<file path="config.mk">
export PLATFORM = sky130hd
export DESIGN_NAME = bxds_ctrl
export DESIGN_NICKNAME = d
export VERILOG_FILES = /design/src/rtl/core/bxds_pkg.sv /design/src/rtl/core/bxds_ctrl.sv
export SDC_FILE = /design/constraint.sdc
export NUM_CORES = 1
export LEC_CHECK = 0
export ABC_AREA = 1
export BUFFER_PORTS_ARGS = -buffer_cell sky130_fd_sc_hd__buf_2
export CORE_MARGIN = 2
export CORE_UTILIZATION = 37
export DETAILED_ROUTE_END_ITERATION = 12
export GPL_TIMING_DRIVEN = 1
export PLACE_DENSITY_LB_ADDON = 0.25
export SETUP_SLACK_MARGIN = 0.02
export SYNTH_ARGS = -nofsm -noshare
export SYNTH_HDL_FRONTEND = slang
export SYNTH_SLANG_ARGS = --single-unit
</file>
<file path="constraint.sdc">
create_clock -name aclk -period 1.2 [get_ports aclk]
set_input_delay 0.24 -clock aclk [delete_from_list [all_inputs] [get_ports aclk]]
set_output_delay 0.24 -clock aclk [all_outputs]
set_load 0.01 [all_outputs]
</file>
<file path="src/rtl/core/bxds_pkg.sv">
// Shared constants, command and status types for the RGBA8 box downscaler.
`default_nettype none

package bxds_pkg;

    localparam int unsigned MAX_SRC_DIM = 1024;
    localparam int unsigned MAX_DST_DIM = 256;
    localparam int unsigned MAX_ENLARGE = 8;

    localparam int unsigned SRC_DIM_W   = 11;
    localparam int unsigned DST_DIM_W   = 9;
    localparam int unsigned CFG_DATA_W  = 11;
    localparam int unsigned CFG_IDX_W   = 2;
    localparam int unsigned POS_W       = 10;
    localparam int unsigned XADDR_W     = $clog2(MAX_DST_DIM);
    localparam int unsigned COORD_W     = 8;
    localparam int unsigned NUM_W       = 20;
    localparam int unsigned SUM_W       = 28;
    localparam int unsigned CNT_W       = 21;
    localparam int unsigned Q_W         = 11;
    localparam int unsigned CH_N        = 4;
    localparam int unsigned CH_W        = 8;
    localparam int unsigned PIX_W       = CH_N * CH_W;
    localparam int unsigned OUT_TDATA_W = 2 * COORD_W + PIX_W;
    localparam int unsigned ENL_W       = SRC_DIM_W + $clog2(MAX_ENLARGE);

    typedef logic [CH_N-1:0][SUM_W-1:0] sums_t;
    typedef logic [CH_N-1:0][Q_W-1:0]   quots_t;

    typedef enum logic [CFG_IDX_W-1:0] {
        REG_SRC_WIDTH,
        REG_SRC_HEIGHT,
        REG_DST_WIDTH,
        REG_DST_HEIGHT
    } cfg_reg_t;

    typedef enum logic [1:0] {
        DIV_SRC_X,
        DIV_SRC_Y,
        DIV_SRC_CH
    } div_src_t;

    typedef struct packed {
        logic     accept;
        logic     err_load;
        logic     y_init;
        logic     y_hload;
        logic     y_adv;
        logic     x_init;
        logic     x_hload;
        logic     x_adv;
        logic     div_start;
        div_src_t div_src;
        logic     rd_x;
        logic     wr_acc;
        logic     emit_init;
        logic     rd_e;
        logic     out_load;
        logic     e_next_x;
        logic     e_next_y;
        logic     pos_adv;
    } bxds_cmd_t;

    typedef struct packed {
        logic sc_zero;
        logic sr_zero;
        logic cfg_bad;
        logic y_in;
        logic y_done;
        logic x_in;
        logic x_done;
        logic emit_go;
        logic e_xlast;
        logic e_ylast;
        logic div_done;
        logic out_free;
    } bxds_stat_t;

endpackage

`default_nettype wire

</file>
<file path="src/rtl/core/bxds_ctrl.sv">
// Sequencer that steps one source pixel through window tracking, accumulation and output.
`default_nettype none

module bxds_ctrl (
    input  wire logic                 aclk,
    input  wire logic                 aresetn,
    input  wire logic                 s_tvalid,
    output logic                      s_tready,
    input  wire bxds_pkg::bxds_stat_t stat,
    output bxds_pkg::bxds_cmd_t       cmd
);

    typedef enum logic [3:0] {
        ST_IDLE,
        ST_ERR,
        ST_YINIT,
        ST_YDST,
        ST_YDIV,
        ST_YCHK,
        ST_XINIT,
        ST_XDST,
        ST_XDIV,
        ST_XCHK,
        ST_XACC,
        ST_EMIT,
        ST_ERD,
        ST_EDST,
        ST_EDIV,
        ST_EOUT
    } state_t;

    state_t state_reg, state_next;

    always_comb begin
        state_next = state_reg;
        cmd        = '0;
        s_tready   = (state_reg == ST_IDLE);
        case (state_reg)
            ST_IDLE: begin
                if (s_tvalid) begin
                    cmd.accept = 1'b1;
                    if (stat.cfg_bad) begin
                        state_next = ST_ERR;
                    end else if (stat.sc_zero) begin
                        state_next = stat.sr_zero ? ST_YINIT : ST_YCHK;
                    end else begin
                        state_next = ST_XCHK;
                    end
                end
            end
            ST_ERR: begin
                if (stat.out_free) begin
                    cmd.err_load = 1'b1;
                    state_next   = ST_IDLE;
                end
            end
            ST_YINIT: begin
                cmd.y_init = 1'b1;
                state_next = ST_YDST;
            end
            ST_YDST: begin
                cmd.div_start = 1'b1;
                cmd.div_src   = bxds_pkg::DIV_SRC_Y;
                state_next    = ST_YDIV;
            end
            ST_YDIV: begin
                if (stat.div_done) begin
                    cmd.y_hload = 1'b1;
                    state_next  = ST_YCHK;
                end
            end
            ST_YCHK: begin
                if (stat.y_in && stat.y_done) begin
                    cmd.y_adv  = 1'b1;
                    state_next = ST_YDST;
                end else begin
                    state_next = ST_XINIT;
                end
            end
            ST_XINIT: begin
                cmd.x_init = 1'b1;
                state_next = ST_XDST;
            end
            ST_XDST: begin
                cmd.div_start = 1'b1;
                cmd.div_src   = bxds_pkg::DIV_SRC_X;
                state_next    = ST_XDIV;
            end
            ST_XDIV: begin
                if (stat.div_done) begin
                    cmd.x_hload = 1'b1;
                    state_next  = ST_XCHK;
                end
            end
            ST_XCHK: begin
                if (stat.x_in) begin
                    cmd.rd_x   = 1'b1;
                    state_next = ST_XACC;
                end else begin
                    state_next = ST_EMIT;
                end
            end
            ST_XACC: begin
                cmd.wr_acc = 1'b1;
                if (stat.x_done) begin
                    cmd.x_adv  = 1'b1;
                    state_next = ST_XDST;
                end else begin
                    state_next = ST_EMIT;
                end
            end
            ST_EMIT: begin
                if (stat.emit_go) begin
                    cmd.emit_init = 1'b1;
                    state_next    = ST_ERD;
                end else begin
                    cmd.pos_adv = 1'b1;
                    state_next  = ST_IDLE;
                end
            end
            ST_ERD: begin
                cmd.rd_e   = 1'b1;
                state_next = ST_EDST;
            end
            ST_EDST: begin
                cmd.div_start = 1'b1;
                cmd.div_src   = bxds_pkg::DIV_SRC_CH;
                state_next    = ST_EDIV;
            end
            ST_EDIV: begin
                if (stat.div_done) begin
                    state_next = ST_EOUT;
                end
            end
            ST_EOUT: begin
                if (stat.out_free) begin
                    cmd.out_load = 1'b1;
                    if (!stat.e_xlast) begin
                        cmd.e_next_x = 1'b1;
                        state_next   = ST_ERD;
                    end else if (!stat.e_ylast) begin
                        cmd.e_next_y = 1'b1;
                        state_next   = ST_ERD;
                    end else begin
                        cmd.pos_adv = 1'b1;
                        state_next  = ST_IDLE;
                    end
                end
            end
            default: begin
                state_next = ST_IDLE;
            end
        endcase
    end

    always_ff @(posedge aclk) begin
        if (!aresetn) begin
            state_reg <= ST_IDLE;
        end else begin
            state_reg <= state_next;
        end
    end

endmodule

`default_nettype wire

</file>
## Yosys cells after proc, flatten, opt, wreduce, memory -nomap -nowiden

Index checks and enable logic that the tools add are counted.

| word-level totals | value |
|---|---|
| flip-flop bits (word level) | 4 |
| output and inout port bits | 20 |
| word-level logic and storage cells | 69 |
| input port bits | 15 |

| operators by class | value |
|---|---|
| reduce and logical (&&, ||, !) cells | 3 |
| equal/unequal tests | 21 |
| muxes and demuxes | 44 |

Operators by type and width:

| cell | number |
|---|---|
| $pmux W4 S16 | 1 |
| $mux W4 | 13 |
| $eq A4 B4 Y1 const B | 8 |
| $mux W1 | 24 |
| $eq A4 B3 Y1 const B | 4 |
| $ne A2 B2 Y1 const B | 6 |
| $mux W3 | 3 |
| $pmux W3 S3 | 1 |
| $eq A4 B2 Y1 const B | 2 |
| $reduce_and A6 Y1 | 1 |
| $eq A4 B1 Y1 const B | 1 |
| $logic_not A4 Y1 | 1 |
| $mux W2 | 1 |
| $pmux W1 S2 | 1 |
| $logic_and A1 B1 Y1 | 1 |

## Longest topological paths before layout

| logic depth | value |
|---|---|
| depth after elaboration | 5 |
| depth in mapped cells | 9 |
| depth with buffers taken out | 9 |

## Least setup slack after synthesis

OpenSTA, ideal clock, no wires.

| timing path | value |
|---|---|
| path type | flip-flop to output port |
| start | register state_reg[2] |
| end | output cmd[0] (netlist bit) |
| cell stages (with the launch flop) | 7 |
| buffers on the path | 0 |
| path slack | -0.298 ns |
| arrival | 1.258 ns |
| data required time | 0.960 ns |
| path through | dfxtp_1 > nand2_1 > inv_1 > nand2_1 > nor2_1 > inv_1 > o22ai_1 |

RTL lines:

| element | RTL line | RTL |
|---|---|---|
| start: declaration | bxds_ctrl.sv:32 | `state_t state_reg, state_next;` |
| start signal: assignment | bxds_ctrl.sv:160 | `state_reg <= state_next;` |
| end: declaration | bxds_ctrl.sv:10 | `output bxds_pkg::bxds_cmd_t cmd` |

==> impl.org <==
** Run status
- Status :: finished, violations left
- The checks that failed: setup timing.

** Yosys
- In the post-synthesis netlist, the biggest area contributors are sky130_fd_sc_hd__nand2_1 (20%), sky130_fd_sc_hd__nor2_1 (20%), sky130_fd_sc_hd__inv_1 (16%).
- Synthesized netlist net count :: 128
- A synthesized cell averages 4.88 µm².
- Proportion of synthesized flip-flops having asynchronous set or reset :: 0%
- Counting flops with a built-in enable in the synthesized netlist gives 0.
- In the synthesized netlist the dominant register cell turns out to be sky130_fd_sc_hd__dfxtp_1.
- The biggest area contributor in the post-synthesis netlist is sky130_fd_sc_hd__nand2_1.
- Most numerous cell types in the synthesized netlist :: sky130_fd_sc_hd__nand2_1 (29), sky130_fd_sc_hd__nor2_1 (29), sky130_fd_sc_hd__inv_1 (24), sky130_fd_sc_hd__nand3_1 (12), sky130_fd_sc_hd__dfxtp_1 (4)
- After synthesis, flip-flops and latches occupy 14.5% of the total area.
- Synthesized cell area :: 552 µm²
- Yosys warning count :: 0
- Number of different library cells in the post-synthesis netlist :: 14
- The synthesized design contains 4 register bits.
- After synthesis, the largest area contributor takes up 19.7% of total cell area.
- Synthesized netlist cell count :: 113

** Place
- DP Worst Slack :: -68.5 ps
- Post-place instance area :: 862 µm²
- Gpl congestion :: 0.871
- Total of buffers placed on input and output ports :: 34
- HPWL Detailed :: 1.52 mm

** Setup path
- CP startpoint kind :: flop
- Worst Path Class, Setup :: flop to output port
- In this run the critical register-to-register path is captured at state_reg[2].
- In this run the critical register-to-register path is launched from state_reg[1].
- CP Launch Point :: state_reg[1]
- Crit path required time :: 960 ps
- In this run the worst path has a maximum fanout of 5.
- STA puts the critical path data arrival time at 1330 ps.
- STA classifies the critical path endpoint as an output port.
- The number of cells on the worst reg-to-reg path is 10.
- In this run the register-to-register setup slack is -170 ps.

** Layout
- Registers take 95.1 µm².
- Summing all multi-input logic gate instances after layout gives 515 µm².
- The number of antenna diodes in the final layout is 0.
- Layout overhead on the synthesized area :: 101%
- The post-route netlist has 59.6% of its cells at a drive strength greater than 1.
- Total non-filler cell area in the finished layout :: 1110 µm²
- The register with the most flip-flops in the layout has 4 of them.
- Net total in the final layout :: 187
- After filler insertion, the fill cell instance count of the layout stands at 87.

** Power
- Dividing total power by cell area gives a power density of 2150 nW/µm².
- Power comes to 2.38 mW.
- Summed over all cells, the static leakage comes to 0.688 nW.
- Peak supply drop :: 0.00160 V

** Clock network
- In this run the number of H-tree levels came out at 1.
- Count of clock tree sinks :: 4
- Clock-pin slew was measured on the worst setup and hold paths at 40 ps.
- In this run, CTS created clock tree buffers numbering 3.
- Cell at the root of the clock tree :: sky130_fd_sc_hd__clkbuf_4
- TritonCTS clock tree :: done
- Clk Latency, worst-skew pair :: 240 ps
- CTS Buffer Depth :: 2

** Die
- Std-Cell Core Area :: 1350 µm²
- Row count :: 13
- The die covers 1820 µm².
- Pin placement for this block handled 35 I/O pins.
- Effective utilization at floorplan :: 40.9%
- The die is 42.6 µm wide.
- The die is 42.6 µm tall.

** Global route
- Vias in the first global route :: 817
- Entering global routing, the biggest net connects 7 pins.
- Summed over all layers, the global routing overflow is 0.
- The number of antenna violations at the first check in global routing is 0.
- First-pass GRT wire length :: 3.44 mm
- Across every metal layer, demand over resource in global routing totals 24.6%.

** Drt
- After the first detailed-routing iteration, the DRC count stood at 34.
- For this block, the routed nets add up to 2.67 mm of wire.
- Pre-antenna DRT Iters :: 4
- Remaining antenna violation count after routing :: 0
- Via density per instance :: 5.20
- Drt drc :: 0
- Via count :: 968
- After detailed routing, the average wire length per cell comes to 14.3 µm.

** Worst hold path
- In this run the worst hold path is classified as primary input to flop.
- The worst hold path terminates at state_reg[2].
- In this run the most critical hold path is launched from aresetn.
- The worst hold path passes through 3 cells.

** Timing
- Final Setup Violations :: 24
- Max Fclk :: 638 MHz
- For the pin with the worst max-slew slack, the measured transition is 384 ps.
- Headroom to the max-slew limit came out at 74.2%.
- Period Utilization, post-route :: 131%
- Final hold analysis gives a worst-case slack of 245 ps.
- Setup repair after global routing missed its margin :: true
- Across the routed clock network, the largest skew measured is 1.33 ps.
- The final-report hold violation count came to 0.
- Final critical-path setup slack :: -367 ps
- After layout, the minimum clock period comes to 1570 ps.
- Final Slew Violations :: 0

** Job
- Max-cap violations in this run came to 0.
-- final cells by class --
type	count	area share (%)
multi-input combinational	85	46.6
inverter	24	9.04
tap	15	1.69
sequential	4	8.59
timing repair buffer	54	31.8
clock buffer	4	2.37
-- kinds of logic after synthesis --
family,share of synthesized area (%)
flip-flops,14.5
AO/OA/AOI/OAI,11.1
buffers and inverters,16.3
AND/OR/NAND/NOR,58.1
-- where the power goes --
part           total (mW)  internal, mW  switching (mW)
Combinational        1.82         0.815            1.01
Clock               0.191         0.125          0.0651
Sequential          0.367         0.218           0.148
Total                2.38          1.16            1.22
-- placed cells by master (no fill, tap or decap) --
cell,netlist,routed
sky130_fd_sc_hd__nand3_1,12,10
sky130_fd_sc_hd__nor2_1,29,17
sky130_fd_sc_hd__a21oi_4,1,1
sky130_fd_sc_hd__inv_1,24,15
sky130_fd_sc_hd__a21oi_2,0,2
sky130_fd_sc_hd__o21ai_0,3,3
sky130_fd_sc_hd__inv_2,0,5
sky130_fd_sc_hd__buf_2,0,32
sky130_fd_sc_hd__nor4_2,0,1
sky130_fd_sc_hd__inv_4,0,4
sky130_fd_sc_hd__o22ai_2,0,2
sky130_fd_sc_hd__nand2_4,0,6
sky130_fd_sc_hd__clkbuf_1,0,1
sky130_fd_sc_hd__dfxtp_4,0,4
sky130_fd_sc_hd__o31ai_1,1,1
sky130_fd_sc_hd__buf_6,0,7
sky130_fd_sc_hd__nand3_2,0,2
sky130_fd_sc_hd__nor2_4,1,5
sky130_fd_sc_hd__nand2_2,3,4
sky130_fd_sc_hd__nand2_1,29,22
sky130_fd_sc_hd__clkbuf_4,0,3
sky130_fd_sc_hd__nor2_2,1,9
sky130_fd_sc_hd__buf_4,0,15
-- timing repair --
action                                  4_1_cts  5_1_grt
setup buffers                                 5        4
pin swaps                                    12       12
gates resized for setup                      20       29
hold buffers                                  0        0
endpoints found under the setup margin       24       24
-- how the worst max path moves through the flow --
| stage | slack [ps] | cells after the start | endpoint |
|---|---|---|---|
| global placement | -70 | 8 | state_reg[0] |
| floorplan | 20 | 6 | cmd[0] |
| detailed placement | -70 | 8 | state_reg[3] |
| finish | -370 | 6 | cmd[14] |
| CTS | -260 | 5 | cmd[0] |
| global route | -460 | 6 | cmd[14] |
-- through the flow --
stage | setup TNS, ps | utilization [%] | cells
floorplan | 0 | - | 113
global placement | -365 | 63.9 | 173
detailed placement | -383 | 63.9 | 173
CTS | -4280 | 71.9 | 182
global route | -7280 | 82.0 | 186
finish | -5520 | 82.0 | 186
-- worst max-delay path, cell delays in order, from the launching register on --
cell and delay [ps]:
sky130_fd_sc_hd__dfxtp_4 370, sky130_fd_sc_hd__inv_2 70, sky130_fd_sc_hd__nand2_1 150, sky130_fd_sc_hd__nor2_1 230, sky130_fd_sc_hd__nand2_1 90, sky130_fd_sc_hd__inv_1 50
sky130_fd_sc_hd__buf_2 120
-- per-layer routing --
layer / share of wire (%) / vias to the layer above / global-route usage, %
li1: - / 464 / -
met1: 38 / 443 / 30.0
met2: 54 / 49 / 44.0
met3: 5.1 / 12 / 2.59
met4: 3.2 / 0 / 8.75
met5: 0 / - / 0
No activity file was read; power rests on OpenSTA's default activity.
